$ cat src/hdl/ipd_pkg.sv
// ----------------------------------------------------------------------------
// ipd_pkg
// shared types and constants of the ir pulse distance decoder
// ----------------------------------------------------------------------------
`default_nettype none

package ipd_pkg;

    // payload widths
    localparam int TS_W      = 32;
    localparam int HALF_W    = 16;
    localparam int BITS_W    = 6;
    localparam int STEP_W    = 16;
    localparam int CFG_IDX_W = 1;
    localparam int CFG_DAT_W = 16;

    // reset value of the timing unit
    localparam logic [STEP_W-1:0] TIME_STEP_RESET = 16'd500;

    // pulse lengths in timing units
    localparam int UNITS_START_MARK  = 18;
    localparam int UNITS_START_SPACE = 9;
    localparam int UNITS_REPEAT_A    = 4;
    localparam int UNITS_REPEAT_B    = 5;
    localparam int UNITS_SHORT       = 1;
    localparam int UNITS_LONG_A      = 3;
    localparam int UNITS_LONG_B      = 4;
    localparam int FRAME_BITS        = 32;

    // configuration register indexes
    localparam logic [CFG_IDX_W-1:0] CFG_TIME_STEP       = 1'b0;
    localparam logic [CFG_IDX_W-1:0] CFG_REPORT_FAILURES = 1'b1;

    // result kinds
    typedef enum logic [1:0] {
        EV_NONE   = 2'd0,
        EV_FRAME  = 2'd1,
        EV_REPEAT = 2'd2,
        EV_FAIL   = 2'd3
    } t_event_kind;

    // decoder phase
    typedef enum logic [5:0] {
        PH_INIT  = 6'b000001,
        PH_IDLE  = 6'b000010,
        PH_START = 6'b000100,
        PH_MARK  = 6'b001000,
        PH_SPACE = 6'b010000,
        PH_DONE  = 6'b100000
    } t_phase;

    // sequencer state
    typedef enum logic [2:0] {
        SQ_IDLE   = 3'b001,
        SQ_DIV    = 3'b010,
        SQ_COMMIT = 3'b100
    } t_seq;

    // divider status toward the sequencer
    typedef struct packed {
        logic busy;
        logic done;
    } t_div_status;

endpackage

`default_nettype wire

$ cat src/hdl/ipd_if.sv
// ----------------------------------------------------------------------------
// ipd_if
// valid/ready channels for edge requests and decode results
// ----------------------------------------------------------------------------
`default_nettype none

interface ipd_in_if
    import ipd_pkg::*;
();
    logic              valid;
    logic              ready;
    logic              level;
    logic [TS_W-1:0]   timestamp;

    modport source (output valid, output level, output timestamp, input ready);
    modport sink   (input valid, input level, input timestamp, output ready);
endinterface

interface ipd_out_if
    import ipd_pkg::*;
();
    logic              valid;
    logic              ready;
    logic [1:0]        event_kind;
    logic [HALF_W-1:0] word_low;
    logic [HALF_W-1:0] word_high;
    logic [BITS_W-1:0] bit_count;
    logic [TS_W-1:0]   event_time;

    modport source (output valid, output event_kind, output word_low, output word_high,
                    output bit_count, output event_time, input ready);
    modport sink   (input valid, input event_kind, input word_low, input word_high,
                    input bit_count, input event_time, output ready);
endinterface

`default_nettype wire

$ cat src/hdl/ir_pulse_distance_decoder_top.sv
// ----------------------------------------------------------------------------
// ir_pulse_distance_decoder_top
// decodes pulse distance remote frames from timestamped line edges
// ----------------------------------------------------------------------------
// usage:
//   i_in carries one request per line edge: the level after the edge and the
//   free running timestamp. o_out carries at most one result per edge: frame,
//   repeat or failure, with the words, the bit count and the edge timestamp.
//   i_cfg_we/i_cfg_idx/i_cfg_data write time_step (index 0) and
//   report_failures (index 1); write them only while the block is idle.
// timing:
//   each edge runs through the bit serial rounding divider, which produces
//   one quotient bit a cycle; i_in.ready is high only between edges.
//   the divider's done strobe moves the sequencer to its commit state,
//   which writes a result to the output register.
// reset:
//   synchronous active low; the first edge after reset only marks the time.
// stall:
//   a held result stays in the output register; the next edge is still
//   accepted and runs, and if it has a result, its update waits until the output is free.
// ----------------------------------------------------------------------------
`default_nettype none

module ir_pulse_distance_decoder_top
    import ipd_pkg::*;
#(
    parameter int TIMER_BITS = 20
) (
    input  wire logic                 i_clk,
    input  wire logic                 i_rst_n,
    ipd_in_if.sink                    i_in,
    ipd_out_if.source                 o_out,
    input  wire logic                 i_cfg_we,
    input  wire logic [CFG_IDX_W-1:0] i_cfg_idx,
    input  wire logic [CFG_DAT_W-1:0] i_cfg_data
);

    localparam int NUM_W = ((TIMER_BITS > STEP_W) ? TIMER_BITS : STEP_W) + 1;

    // configuration
    logic [STEP_W-1:0]     r_time_step;
    logic                  r_report;

    // sequencer and decoder state
    t_seq                  r_seq, n_seq;
    t_phase                r_phase, n_phase;
    logic [TIMER_BITS-1:0] r_prev_edge;
    logic [HALF_W-1:0]     r_low, n_low;
    logic [HALF_W-1:0]     r_high, n_high;
    logic [BITS_W-1:0]     r_bits, n_bits;
    logic                  r_prev_failed, n_prev_failed;
    logic                  r_level;
    logic [TS_W-1:0]       r_ts;

    // output register
    logic                  r_out_valid;
    t_event_kind           r_out_kind;
    logic [HALF_W-1:0]     r_out_low;
    logic [HALF_W-1:0]     r_out_high;
    logic [BITS_W-1:0]     r_out_bits;
    logic [TS_W-1:0]       r_out_time;

    logic                  w_accept;
    logic                  w_commit;
    logic [STEP_W-1:0]     w_step;
    logic [TIMER_BITS-1:0] w_delta;
    logic [NUM_W-1:0]      w_num;
    t_div_status           w_div_st;
    logic [NUM_W-1:0]      w_units;
    logic                  d_emit;
    logic                  d_fail;
    t_event_kind           d_kind;

    assign i_in.ready = (r_seq == SQ_IDLE);
    assign w_accept   = i_in.valid && i_in.ready;

    // rounding numerator: interval modulo the timer plus half a unit
    assign w_step  = (r_time_step == '0) ? STEP_W'(1) : r_time_step;
    assign w_delta = i_in.timestamp[TIMER_BITS-1:0] - r_prev_edge;
    assign w_num   = NUM_W'(w_delta) + NUM_W'(w_step[STEP_W-1:1]);

    ipd_div #(
        .NUM_W (NUM_W),
        .DEN_W (STEP_W)
    ) u_div (
        .i_clk    (i_clk),
        .i_rst_n  (i_rst_n),
        .i_start  (w_accept),
        .i_num    (w_num),
        .i_den    (w_step),
        .o_status (w_div_st),
        .o_quot   (w_units)
    );

    // decoder step on the rounded interval
    always_comb begin
        n_phase       = r_phase;
        n_low         = r_low;
        n_high        = r_high;
        n_bits        = r_bits;
        n_prev_failed = r_prev_failed;
        d_emit        = 1'b0;
        d_fail        = 1'b0;
        d_kind        = EV_NONE;
        unique case (r_phase)
            PH_INIT: begin
                n_phase       = PH_IDLE;
                n_prev_failed = 1'b1;
            end
            PH_IDLE: begin
                if (w_units == NUM_W'(UNITS_START_MARK) && r_level) begin
                    n_phase = PH_START;
                end
            end
            PH_START: begin
                if (w_units == NUM_W'(UNITS_START_SPACE) && !r_level) begin
                    n_phase = PH_MARK;
                    n_bits  = '0;
                    n_low   = '0;
                    n_high  = '0;
                end else if ((w_units == NUM_W'(UNITS_REPEAT_A) ||
                              w_units == NUM_W'(UNITS_REPEAT_B)) && !r_level) begin
                    n_phase = PH_IDLE;
                    if (!r_prev_failed) begin
                        d_emit = 1'b1;
                        d_kind = EV_REPEAT;
                    end
                end else begin
                    d_fail = 1'b1;
                end
            end
            PH_MARK: begin
                if (w_units == NUM_W'(UNITS_SHORT) && r_level) begin
                    n_phase = PH_SPACE;
                end else begin
                    d_fail = 1'b1;
                end
            end
            PH_SPACE: begin
                if ((w_units == NUM_W'(UNITS_SHORT) || w_units == NUM_W'(UNITS_LONG_A) ||
                     w_units == NUM_W'(UNITS_LONG_B)) && !r_level) begin
                    // long space is a one bit
                    if (w_units != NUM_W'(UNITS_SHORT)) begin
                        if (!r_bits[4]) begin
                            n_low = r_low | (HALF_W'(1) << r_bits[3:0]);
                        end else begin
                            n_high = r_high | (HALF_W'(1) << r_bits[3:0]);
                        end
                    end
                    n_bits  = r_bits + 1'b1;
                    n_phase = PH_MARK;
                    if (n_bits >= BITS_W'(FRAME_BITS)) begin
                        n_phase       = PH_DONE;
                        n_prev_failed = 1'b0;
                        d_emit        = 1'b1;
                        d_kind        = EV_FRAME;
                    end
                end else begin
                    d_fail = 1'b1;
                end
            end
            PH_DONE: begin
                n_phase = PH_IDLE;
            end
            default: begin
                n_phase = PH_IDLE;
            end
        endcase
        // any unexpected pulse drops the frame
        if (d_fail) begin
            n_phase       = PH_IDLE;
            n_prev_failed = 1'b1;
            if (r_report) begin
                d_emit = 1'b1;
                d_kind = EV_FAIL;
            end
        end
    end

    // commit when no result is due or the output register is free
    assign w_commit = (r_seq == SQ_COMMIT) &&
                      (!d_emit || !r_out_valid || o_out.ready);

    // sequencer
    always_comb begin
        n_seq = r_seq;
        unique case (r_seq)
            SQ_IDLE:   if (w_accept) n_seq = SQ_DIV;
            SQ_DIV:    if (w_div_st.done) n_seq = SQ_COMMIT;
            SQ_COMMIT: if (w_commit) n_seq = SQ_IDLE;
            default:   n_seq = SQ_IDLE;
        endcase
    end

    // configuration writes
    always_ff @(posedge i_clk) begin
        if (!i_rst_n) begin
            r_time_step <= TIME_STEP_RESET;
            r_report    <= 1'b1;
        end else if (i_cfg_we) begin
            unique case (i_cfg_idx)
                CFG_TIME_STEP:       r_time_step <= i_cfg_data[STEP_W-1:0];
                CFG_REPORT_FAILURES: r_report    <= i_cfg_data[0];
            endcase
        end
    end

    // sequencer and decoder state
    always_ff @(posedge i_clk) begin
        if (!i_rst_n) begin
            r_seq         <= SQ_IDLE;
            r_phase       <= PH_INIT;
            r_prev_edge   <= '0;
            r_low         <= '0;
            r_high        <= '0;
            r_bits        <= '0;
            r_prev_failed <= 1'b1;
        end else begin
            r_seq <= n_seq;
            if (w_accept) begin
                r_prev_edge <= i_in.timestamp[TIMER_BITS-1:0];
            end
            if (w_commit) begin
                r_phase       <= n_phase;
                r_low         <= n_low;
                r_high        <= n_high;
                r_bits        <= n_bits;
                r_prev_failed <= n_prev_failed;
            end
        end
    end

    // latched request fields
    always_ff @(posedge i_clk) begin
        if (w_accept) begin
            r_level <= i_in.level;
            r_ts    <= i_in.timestamp;
        end
    end

    // output register valid
    always_ff @(posedge i_clk) begin
        if (!i_rst_n) begin
            r_out_valid <= 1'b0;
        end else if (w_commit && d_emit) begin
            r_out_valid <= 1'b1;
        end else if (o_out.ready) begin
            r_out_valid <= 1'b0;
        end
    end

    // output register payload
    always_ff @(posedge i_clk) begin
        if (w_commit && d_emit) begin
            r_out_kind <= d_kind;
            r_out_low  <= n_low;
            r_out_high <= n_high;
            r_out_bits <= n_bits;
            r_out_time <= r_ts;
        end
    end

    assign o_out.valid      = r_out_valid;
    assign o_out.event_kind = r_out_kind;
    assign o_out.word_low   = r_out_low;
    assign o_out.word_high  = r_out_high;
    assign o_out.bit_count  = r_out_bits;
    assign o_out.event_time = r_out_time;

`ifndef SYNTHESIS
    // an accepted edge always starts the divider
    a_accept_starts_div: assert property (@(posedge i_clk) disable iff (!i_rst_n)
        w_accept |=> w_div_st.busy)
        else $error("divider not started after edge request");

    // the divider only finishes while the sequencer waits for it
    a_done_in_div: assert property (@(posedge i_clk) disable iff (!i_rst_n)
        w_div_st.done |-> (r_seq == SQ_DIV))
        else $error("divider done outside of divide state");

    // a shown result always carries a real kind
    a_kind_real: assert property (@(posedge i_clk) disable iff (!i_rst_n)
        o_out.valid |-> (o_out.event_kind != EV_NONE))
        else $error("result without event kind");

    // the bit count never passes a full frame
    a_bits_bound: assert property (@(posedge i_clk) disable iff (!i_rst_n)
        r_bits <= BITS_W'(FRAME_BITS))
        else $error("bit count beyond frame length");
`endif

endmodule

`default_nettype wire

$ cat src/hdl/ipd_div.sv
// ----------------------------------------------------------------------------
// ipd_div
// restoring divider, one quotient bit per cycle
// ----------------------------------------------------------------------------
`default_nettype none

module ipd_div
    import ipd_pkg::*;
#(
    parameter int NUM_W = 21,
    parameter int DEN_W = 16
) (
    input  wire logic             i_clk,
    input  wire logic             i_rst_n,
    input  wire logic             i_start,
    input  wire logic [NUM_W-1:0] i_num,
    input  wire logic [DEN_W-1:0] i_den,
    output t_div_status           o_status,
    output logic      [NUM_W-1:0] o_quot
);

    localparam int CNT_W = $clog2(NUM_W + 1);

    logic [NUM_W-1:0] r_quo;
    logic [DEN_W-1:0] r_rem;
    logic [DEN_W-1:0] r_den;
    logic [CNT_W-1:0] r_cnt;
    logic             r_busy;
    logic             r_done;

    logic [DEN_W:0]   w_trial;
    logic [DEN_W:0]   w_diff;

    // shift in the next numerator bit and try the subtract
    assign w_trial = {r_rem, r_quo[NUM_W-1]};
    assign w_diff  = w_trial - {1'b0, r_den};

    // control
    always_ff @(posedge i_clk) begin
        if (!i_rst_n) begin
            r_busy <= 1'b0;
            r_done <= 1'b0;
            r_cnt  <= '0;
        end else begin
            r_done <= 1'b0;
            if (i_start) begin
                r_busy <= 1'b1;
                r_cnt  <= CNT_W'(NUM_W);
            end else if (r_busy) begin
                r_cnt <= r_cnt - 1'b1;
                if (r_cnt == CNT_W'(1)) begin
                    r_busy <= 1'b0;
                    r_done <= 1'b1;
                end
            end
        end
    end

    // datapath
    always_ff @(posedge i_clk) begin
        if (i_start) begin
            r_quo <= i_num;
            r_rem <= '0;
            r_den <= i_den;
        end else if (r_busy) begin
            if (!w_diff[DEN_W]) begin
                r_rem <= w_diff[DEN_W-1:0];
                r_quo <= {r_quo[NUM_W-2:0], 1'b1};
            end else begin
                r_rem <= w_trial[DEN_W-1:0];
                r_quo <= {r_quo[NUM_W-2:0], 1'b0};
            end
        end
    end

    assign o_status.busy = r_busy;
    assign o_status.done = r_done;
    assign o_quot        = r_quo;

endmodule

`default_nettype wire

$ cat src/flat_wrapper.sv
// flat-port wrapper written by rule: the top's interface ports become plain ports
module ir_pulse_distance_decoder_top_flat import ipd_pkg::*;
#(
    parameter int TIMER_BITS = 20
)
  (i_clk, i_rst_n, i_cfg_we, i_cfg_idx, i_cfg_data, i_in_valid, i_in_level, i_in_timestamp, i_in_ready, o_out_valid, o_out_event_kind, o_out_word_low, o_out_word_high, o_out_bit_count, o_out_event_time, o_out_ready);
  ipd_in_if i_in_i ();
  ipd_out_if o_out_i ();
  input  wire logic i_clk;
  input  wire logic i_rst_n;
  input  wire logic i_cfg_we;
  input  wire logic [CFG_IDX_W-1:0] i_cfg_idx;
  input  wire logic [CFG_DAT_W-1:0] i_cfg_data;
  input wire logic [$bits(i_in_i.valid)-1:0] i_in_valid;
  input wire logic [$bits(i_in_i.level)-1:0] i_in_level;
  input wire logic [$bits(i_in_i.timestamp)-1:0] i_in_timestamp;
  output wire logic [$bits(i_in_i.ready)-1:0] i_in_ready;
  output wire logic [$bits(o_out_i.valid)-1:0] o_out_valid;
  output wire logic [$bits(o_out_i.event_kind)-1:0] o_out_event_kind;
  output wire logic [$bits(o_out_i.word_low)-1:0] o_out_word_low;
  output wire logic [$bits(o_out_i.word_high)-1:0] o_out_word_high;
  output wire logic [$bits(o_out_i.bit_count)-1:0] o_out_bit_count;
  output wire logic [$bits(o_out_i.event_time)-1:0] o_out_event_time;
  input wire logic [$bits(o_out_i.ready)-1:0] o_out_ready;
  assign i_in_i.valid = i_in_valid;
  assign i_in_i.level = i_in_level;
  assign i_in_i.timestamp = i_in_timestamp;
  assign i_in_ready = i_in_i.ready;
  assign o_out_valid = o_out_i.valid;
  assign o_out_event_kind = o_out_i.event_kind;
  assign o_out_word_low = o_out_i.word_low;
  assign o_out_word_high = o_out_i.word_high;
  assign o_out_bit_count = o_out_i.bit_count;
  assign o_out_event_time = o_out_i.event_time;
  assign o_out_i.ready = o_out_ready;
  ir_pulse_distance_decoder_top #(.TIMER_BITS(TIMER_BITS)) u_core (.i_clk(i_clk), .i_rst_n(i_rst_n), .i_in(i_in_i), .o_out(o_out_i), .i_cfg_we(i_cfg_we), .i_cfg_idx(i_cfg_idx), .i_cfg_data(i_cfg_data));
endmodule
$ cat config.mk
export PLATFORM = sky130hd
export DESIGN_NAME = ir_pulse_distance_decoder_top_flat
export DESIGN_NICKNAME = d
export VERILOG_FILES = /design/src/hdl/ipd_pkg.sv /design/src/hdl/ipd_if.sv /design/src/hdl/ir_pulse_distance_decoder_top.sv /design/src/hdl/ipd_div.sv /design/src/flat_wrapper.sv
export SDC_FILE = /design/constraint.sdc
export NUM_CORES = 1
export LEC_CHECK = 0
export BUFFER_PORTS_ARGS = -buffer_cell sky130_fd_sc_hd__buf_2
export CORE_UTILIZATION = 55
export CTS_CLUSTER_DIAMETER = 80
export DETAILED_ROUTE_END_ITERATION = 10
export PLACE_DENSITY = 0.75
export SLEW_MARGIN = 20
export SYNTH_ARGS = -nofsm -noshare
export SYNTH_HDL_FRONTEND = slang
export SYNTH_SLANG_ARGS = --single-unit
$ cat constraint.sdc
create_clock -name i_clk -period 8 [get_ports i_clk]
set_input_delay 0.4 -clock i_clk [delete_from_list [all_inputs] [get_ports i_clk]]
set_output_delay 0.4 -clock i_clk [all_outputs]
set_load 0.05 [all_outputs]
# Yosys cells after proc, flatten, opt, wreduce, memory -nomap -nowiden
# Index checks and enable logic that the tools add are counted.
[totals]
word_cells = 151
output_inout_bits = 74
register_bits = 251
in_bits = 55
[op_classes]
bitwise_logic = 5
reduce_logical = 27
n_lt_le_gt_ge = 1
n_mux = 63
n_addsub = 5
eq_ne = 24
shift = 1
[op_table]
columns = ["op", "n"]
rows = [
  ["16-bit two-way mux", 10],
  ["16-bit case mux with 2 select lines", 2],
  ["6-bit two-way mux", 9],
  ["21-bit by 3-bit equality test with 1-bit output (second input constant)", 2],
  ["21-bit two-way mux", 2],
  ["16-bit bitwise OR", 2],
  ["6-bit case mux with 4 select lines", 1],
  ["1-bit two-way mux", 22],
  ["20-bit by 15-bit adder with 21-bit output", 1],
  ["21-bit by 1-bit equality test with 1-bit output (second input constant)", 1],
  ["21-bit by 2-bit equality test with 1-bit output (second input constant)", 1],
  ["21-bit by 4-bit equality test with 1-bit output (second input constant)", 1],
  ["21-bit by 5-bit equality test with 1-bit output (second input constant)", 1],
  ["21-bit by 1-bit inequality test with 1-bit output (second input constant)", 1],
  ["20-bit subtractor", 1],
  ["17-bit by 16-bit subtractor with 17-bit output", 1],
  ["16-bit logical NOT", 1],
  ["1-bit by 4-bit << shifter with 16-bit output (first input constant)", 1],
  ["2-bit two-way mux", 6],
  ["3-bit by 1-bit inequality test with 1-bit output (second input constant)", 4],
  ["6-bit case mux with 2 select lines", 1],
  ["5-bit two-way mux", 2],
  ["3-bit two-way mux", 3],
  ["3-bit case mux with 3 select lines", 1],
  ["other kinds (30)", 49],
]

# Longest topological paths before layout
[logic_depth]
depth_word = 14
depth_mapped = 20
depth_no_buf = 20

# By module
# A second synthesis with hierarchy kept.
[hier_totals]
hier_cells = 1225
area_unflattened_um2 = 12514.5
[by_module_without_submodules]
columns = ["mod", "area_each_um2", "cells_per_inst", "seq_area_each_um2", "instances"]
rows = [
  ["ir_pulse_distance_decoder_top", 9255.1, 931, 4874.7, 1],
  ["ipd_div", 3259.4, 294, 1571.5, 1],
]

# Least setup slack after synthesis
# No wires, ideal clock.
[synth_timing]
path_type = "register to register"
startpoint = "register u_core.u_div.r_quo[17] (netlist: u_core.u_div.o_quot[17])"
endpoint = "register u_core.r_out_bits[0] (netlist: u_core.o_out.bit_count[0]) (enable)"
stages_incl_launch_ff = 10
setup_slack_ps = 3636
path_buffers = 2
required_ps = 7564
setup_ps = 436
t_arrival_ps = 3927
synth_period_minus_slack_ps = 4364
path_cell_list = "edfxtp_1 or4_4 nor3_1 a22o_1 a21boi_0 o31ai_2 and2_4 buf_6 buf_2 o21a_1"
[synth_between]
elab_chain_len = 13
elab_cells_between_ends = 28
cone_classes = "eq/ne: 5; mux: 11; reduce/logical: 12"
[synth_rtl]
columns = ["element", "line_no", "rtl"]
rows = [
  ["start: declaration", "ipd_div.sv:24", "logic [NUM_W-1:0] r_quo;"],
  ["start signal: assignment", "ipd_div.sv:62", "r_quo <= i_num;"],
  ["start signal: assignment", "ipd_div.sv:68", "r_quo <= {r_quo[NUM_W-2:0], 1'b1};"],
  ["start signal: assignment", "ipd_div.sv:71", "r_quo <= {r_quo[NUM_W-2:0], 1'b0};"],
  ["21-bit by 3-bit equality test with 1-bit output (tied with other cells)", "ir_pulse_distance_decoder_top.sv:121, ir_pulse_distance_decoder_top.sv:141", ""],
  ["1-bit logical OR, on equally long branches", "ir_pulse_distance_decoder_top.sv:121, ir_pulse_distance_decoder_top.sv:140", ""],
  ["1-bit logical AND / 1-bit logical OR (equally long branches)", "ir_pulse_distance_decoder_top.sv:122, ir_pulse_distance_decoder_top.sv:140", ""],
  ["1-bit two-way mux / 1-bit logical AND (equally long branches)", "ir_pulse_distance_decoder_top.sv:121, ir_pulse_distance_decoder_top.sv:141", ""],
  ["1-bit two-way mux, on equally long branches", "ir_pulse_distance_decoder_top.sv:116, ir_pulse_distance_decoder_top.sv:140", ""],
  ["1-bit case mux with 2 select lines", "ir_pulse_distance_decoder_top.sv:105", "unique case (r_phase)"],
  ["1-bit two-way mux", "ir_pulse_distance_decoder_top.sv:173", "if (r_report) begin"],
  ["1-bit two-way mux *", "ir_pulse_distance_decoder_top.sv:170", "if (d_fail) begin"],
  ["1-bit logical NOT", "ir_pulse_distance_decoder_top.sv:182", "(!d_emit || !r_out_valid || o_out.ready);"],
  ["1-bit logical OR (2 in a row)", "ir_pulse_distance_decoder_top.sv:182", ""],
  ["1-bit logical AND", "ir_pulse_distance_decoder_top.sv:181", "assign w_commit = (r_seq == SQ_COMMIT) &&"],
  ["1-bit logical AND *", "ir_pulse_distance_decoder_top.sv:254", "if (w_commit && d_emit) begin"],
  ["end signal: assignment", "ir_pulse_distance_decoder_top.sv:258", "r_out_bits <= n_bits;"],
  ["end: declaration", "ir_pulse_distance_decoder_top.sv:60", "logic [BITS_W-1:0] r_out_bits;"],
]
# Mark *: on every way between the ends. The rest lies on a longest branch, timed or not.
# A chain may end at the register's enable or synchronous reset.

# Final worst setup path
[layout_timing]
startpoint = "register u_core.r_prev_edge[0]"
endpoint = "register u_core.u_div.r_quo[18] (netlist: u_core.u_div.o_quot[18]), data pin"
[layout_between]
elab_chain_len = 3
[layout_rtl]
columns = ["element", "line_no", "rtl"]
rows = [
  ["start: declaration", "ir_pulse_distance_decoder_top.sv:47", "logic [TIMER_BITS-1:0] r_prev_edge;"],
  ["start signal: assignment", "ir_pulse_distance_decoder_top.sv:221", "r_prev_edge <= i_in.timestamp[TIMER_BITS-1:0];"],
  ["20-bit subtractor", "ir_pulse_distance_decoder_top.sv:79", "assign w_delta = i_in.timestamp[TIMER_BITS-1:0] - r_prev_edge;"],
  ["20-bit by 15-bit adder with 21-bit output", "ir_pulse_distance_decoder_top.sv:80", "assign w_num = NUM_W'(w_delta) + NUM_W'(w_step[STEP_W-1:1]);"],
  ["21-bit two-way mux", "ipd_div.sv:61", "if (i_start) begin"],
]
# Every way passes these cells.

==> impl_metrics.json <==
{
  "worstPathCellList": "ha_1 > inv_1 > fa_1 > a21oi_1 > o2bb2ai_1 > nor2_1 > o21bai_1 > a21oi_1 > xnor2_1 > ha_1 > nand3_1 > o41ai_1 > a211oi_1 > nor3b_1 > xnor2_1 > o21ai_0",
  "seq_area_frac_synth_pct": 52.7,
  "worst_slew_pin_slew_ps": 1060,
  "min-delay-path-class": "in2reg",
  "length_of_the_first_detailed_routing_pass_in_iterations": 5,
  "first_pass_grt_wire_length_um": 40100,
  "cp_slowest_stage_delay_ps": 660,
  "p_leak_nw": 5.58,
  "die_h_um": 151,
  "area_overhead_vs_synth_pct": 13.6,
  "drt-vias-per-instance": 5.69,
  "critPathTopFamily": "compound AO/OA/AOI/OAI gates",
  "postSynth.topFlopCell": "sky130_fd_sc_hd__edfxtp_1",
  "cts.path.max_buffers": 3,
  "cp_data_required_time_ps": 8240,
  "yosys_register_bits": 251,
  "dieWidth_um": 151,
  "unique_cell_type_count_in_the_yosys_netlist": 73,
  "most_common_cell_after_layout_fill_and_taps_aside": "sky130_fd_sc_hd__nand2_1",
  "timing.slew.headroom_pct": 29.3,
  "critical_path.startpoint": "u_core.r_prev_edge[0]",
  "layout.area.seq_mm2": 0.00645,
  "clock_latency_ps": 530,
  "fillCellCount": 1774,
  "fin_crit_ps": 4120,
  "detail-route-antenna-nets": 0,
  "endpoint": "u_core.u_div.o_quot[18]",
  "placed_cell_area_mm2": 0.0130,
  "worstSetupPathType": "reg2reg",
  "route.vias.total": 8859,
  "wirelength_um": 25000,
  "ir_drop_mv": 0.151,
  "depth_of_the_most_critical_reg_to_reg_path": 16,
  "cts_buffers": 27,
  "globalRoute.totalOverflow": 0,
  "reg2reg_slack_ps": 3880,
  "hold_viol_final": 0,
  "synth.net_count": 1283,
  "grt_usage_pct": 22.1,
  "route.detailed.drc": 0,
  "holdBufCountCts": 0,
  "starting_density_pct": 56.0,
  "ctsRootBufferMaster": "sky130_fd_sc_hd__clkbuf_16",
  "synth-async-reset-ratio_pct": 0,
  "htree_num_levels": 1,
  "crit_path_start_kind": "flip-flop",
  "floorplan.rows": 54,
  "finClkSkew_ps": 14.7,
  "maximum_number_of_pins_on_one_net_before_global_route_repair": 93,
  "clock_input_transition_at_the_sequential_cells_of_the_worst_setup_and_hold_paths_ps": 60,
  "timing.critical_path.depth": 16,
  "synthesis.area_mm2": 0.0122,
  "timing_max_transition_violations_final": 0,
  "portBuffers": 128,
  "layout.cells.most_common_list": "sky130_fd_sc_hd__nand2_1 (148), sky130_fd_sc_hd__edfxtp_1 (142), sky130_fd_sc_hd__buf_2 (128), sky130_fd_sc_hd__dfxtp_1 (109), sky130_fd_sc_hd__ha_1 (58)",
  "clock_tree_from_tritoncts": "built",
  "crit_arrival_ps": 4360,
  "sum_of_net_half_perimeters_after_detailed_placement_um": 17000,
  "combined_area_of_the_multi_input_logic_cells_mm2": 0.00528,
  "num_io_pins": 129,
  "cp_num_buf_inv": 1,
  "layout_worst_path_cycle_share_pct": 51.5,
  "design.final.nets": 1374,
  "end_kind": "flip-flop",
  "fp.dieArea_mm2": 0.0228,
  "post_route_setup_tns_ps": 0,
  "postCtsResizedCells": 0,
  "crit_slowest_cell": "sky130_fd_sc_hd__o41ai_1",
  "yosysWarnings": 0,
  "wl_per_cell_um": 16.0,
  "f_max_mhz": 242,
  "grt_setup_unrepaired": "no",
  "gpl.final_weighted_congestion": 0.854,
  "outcome": "completed",
  "synth-edff-count": 142,
  "clk_sinks": 251,
  "via_count_of_the_first_global_routing_pass": 8166,
  "antenna_violations_before_repair": 1,
  "power-per-cell-area_mw_per_mm2": 244,
  "coreArea_mm2": 0.0218,
  "number_of_maximum_capacitance_violations": 0,
  "rr_endpoint": "u_core.u_div.o_quot[18]",
  "cts.repair_timing.setup_buffer_count": 0,
  "finalSetupViolCount": 0,
  "synth_cells": 1167,
  "crit-reg2reg-launch": "u_core.r_prev_edge[0]",
  "drive_gt1_share_pct": 15.8,
  "layout.cell_area.non_filler_mm2": 0.0139,
  "antenna_cells": 0,
  "worstPathMaxFanout": 4,
  "drtIter0Drc": 421,
  "mapped_avg_cell_area_um2": 10.5
}
==> area by class of cell <==
cell class	instances	share of cell area, %
repair buffers	136	5.18
well taps	280	2.52
inverters	55	1.49
multi-input cells	787	38.0
clock buffers	33	5.24
flip-flops and latches	251	46.4
clock inverters	16	1.24
==> worst reg2reg max path, cell delays in order, from the launching register on <==
cell,delay [ps]
sky130_fd_sc_hd__dfxtp_1,330
sky130_fd_sc_hd__ha_1,170
sky130_fd_sc_hd__inv_1,50
sky130_fd_sc_hd__fa_1,400
sky130_fd_sc_hd__a21oi_1,240
sky130_fd_sc_hd__o2bb2ai_1,130
sky130_fd_sc_hd__nor2_1,170
sky130_fd_sc_hd__o21bai_1,80
sky130_fd_sc_hd__a21oi_1,170
sky130_fd_sc_hd__xnor2_1,90
sky130_fd_sc_hd__ha_1,350
sky130_fd_sc_hd__nand3_1,170
sky130_fd_sc_hd__o41ai_1,670
sky130_fd_sc_hd__a211oi_1,220
sky130_fd_sc_hd__nor3b_1,370
sky130_fd_sc_hd__xnor2_1,170
sky130_fd_sc_hd__o21ai_0,80
==> synthesized netlist by cell type, types with 20 or more instances <==
library cell / count / area (um2)
sky130_fd_sc_hd__a21o_1: 20 / 150
sky130_fd_sc_hd__xnor2_1: 30 / 263
sky130_fd_sc_hd__ha_1: 58 / 726
sky130_fd_sc_hd__a32oi_1: 20 / 175
sky130_fd_sc_hd__a22o_1: 33 / 289
sky130_fd_sc_hd__a21oi_1: 47 / 235
sky130_fd_sc_hd__nand3_1: 38 / 190
sky130_fd_sc_hd__nor2_1: 51 / 191
sky130_fd_sc_hd__a21boi_0: 48 / 360
sky130_fd_sc_hd__nand2_1: 148 / 556
sky130_fd_sc_hd__inv_1: 55 / 206
sky130_fd_sc_hd__dfxtp_1: 109 / 2180
sky130_fd_sc_hd__edfxtp_1: 142 / 4260
sky130_fd_sc_hd__o21ai_0: 54 / 270
sky130_fd_sc_hd__clkbuf_1: 55 / 206
sky130_fd_sc_hd__nor2b_1: 38 / 238
==> state kept, by name, indices dropped and copies added (netlist names), 2 cells and up <==
register	flops
u_core.r_prev_edge	20
u_core.o_out.bit_count	6
u_core.r_ts	32
u_core.o_out.event_time	32
u_core.r_time_step	16
u_core.r_bits	6
u_core.o_out.event_kind	2
u_core.r_high	16
u_core.r_seq	3
u_core.r_phase	6
u_core.u_div.r_cnt	5
u_core.o_out.word_low	16
u_core.r_low	16
u_core.o_out.word_high	16
u_core.u_div.o_quot	21
u_core.u_div.r_den	16
u_core.u_div.r_rem	16
==> layer usage <==
| metal | wire length (um) | up-vias | GRT usage [%] |
|---|---|---|---|
| met5 | 0 | - | 0 |
| met4 | 468 | 0 | 5.75 |
| met1 | 11300 | 4168 | 29.0 |
| li1 | - | 4419 | - |
| met3 | 1200 | 41 | 3.52 |
| met2 | 12000 | 231 | 37.8 |
==> per-stage QoR <==
step	power (mW)	utilization [%]	std cells	worst slack, ps	hold WS, ps
detailed placement	2.17	59.4	1508	3640	405
global route	3.56	63.7	1558	3460	32.1
CTS	3.42	63.6	1557	3860	32.9
floorplan	2.02	-	1167	3640	400
finish	3.40	63.7	1558	3880	52.8
global placement	2.15	59.4	1508	3760	401
==> worst min path at each step <==
stage / from / to / cells after the start
after global routing: i_in_timestamp[25] / u_core.r_ts[25] / 1
final: i_in_timestamp[21] / u_core.r_ts[21] / 1
after CTS: i_in_timestamp[21] / u_core.r_ts[21] / 1
after global placement: u_core.r_ts[31] / u_core.o_out.event_time[31] / 0
after detailed placement: u_core.r_ts[12] / u_core.o_out.event_time[12] / 0
after floorplan: u_core.r_ts[0] / u_core.o_out.event_time[0] / 0
==> logic make-up after synthesis <==
kind of cell,after synthesis,synth area share (%)
xor gates and xnor gates,48,3.44
and+or+nand+nor,372,15.0
DFF,251,52.7
muxes,11,0.911
AOI/OAI and AO/OA,295,17.2
adders and majority gates,61,6.42
buffers and inverters,129,4.23
==> power by group <==
part           internal (mW)  switching, mW  leakage, nW
Clock                  0.746          0.505        0.442
Sequential              1.46         0.0561         2.31
Combinational          0.272          0.360         2.83
Total                   2.47          0.921         5.58
No activity file was read; power rests on OpenSTA's default activity.
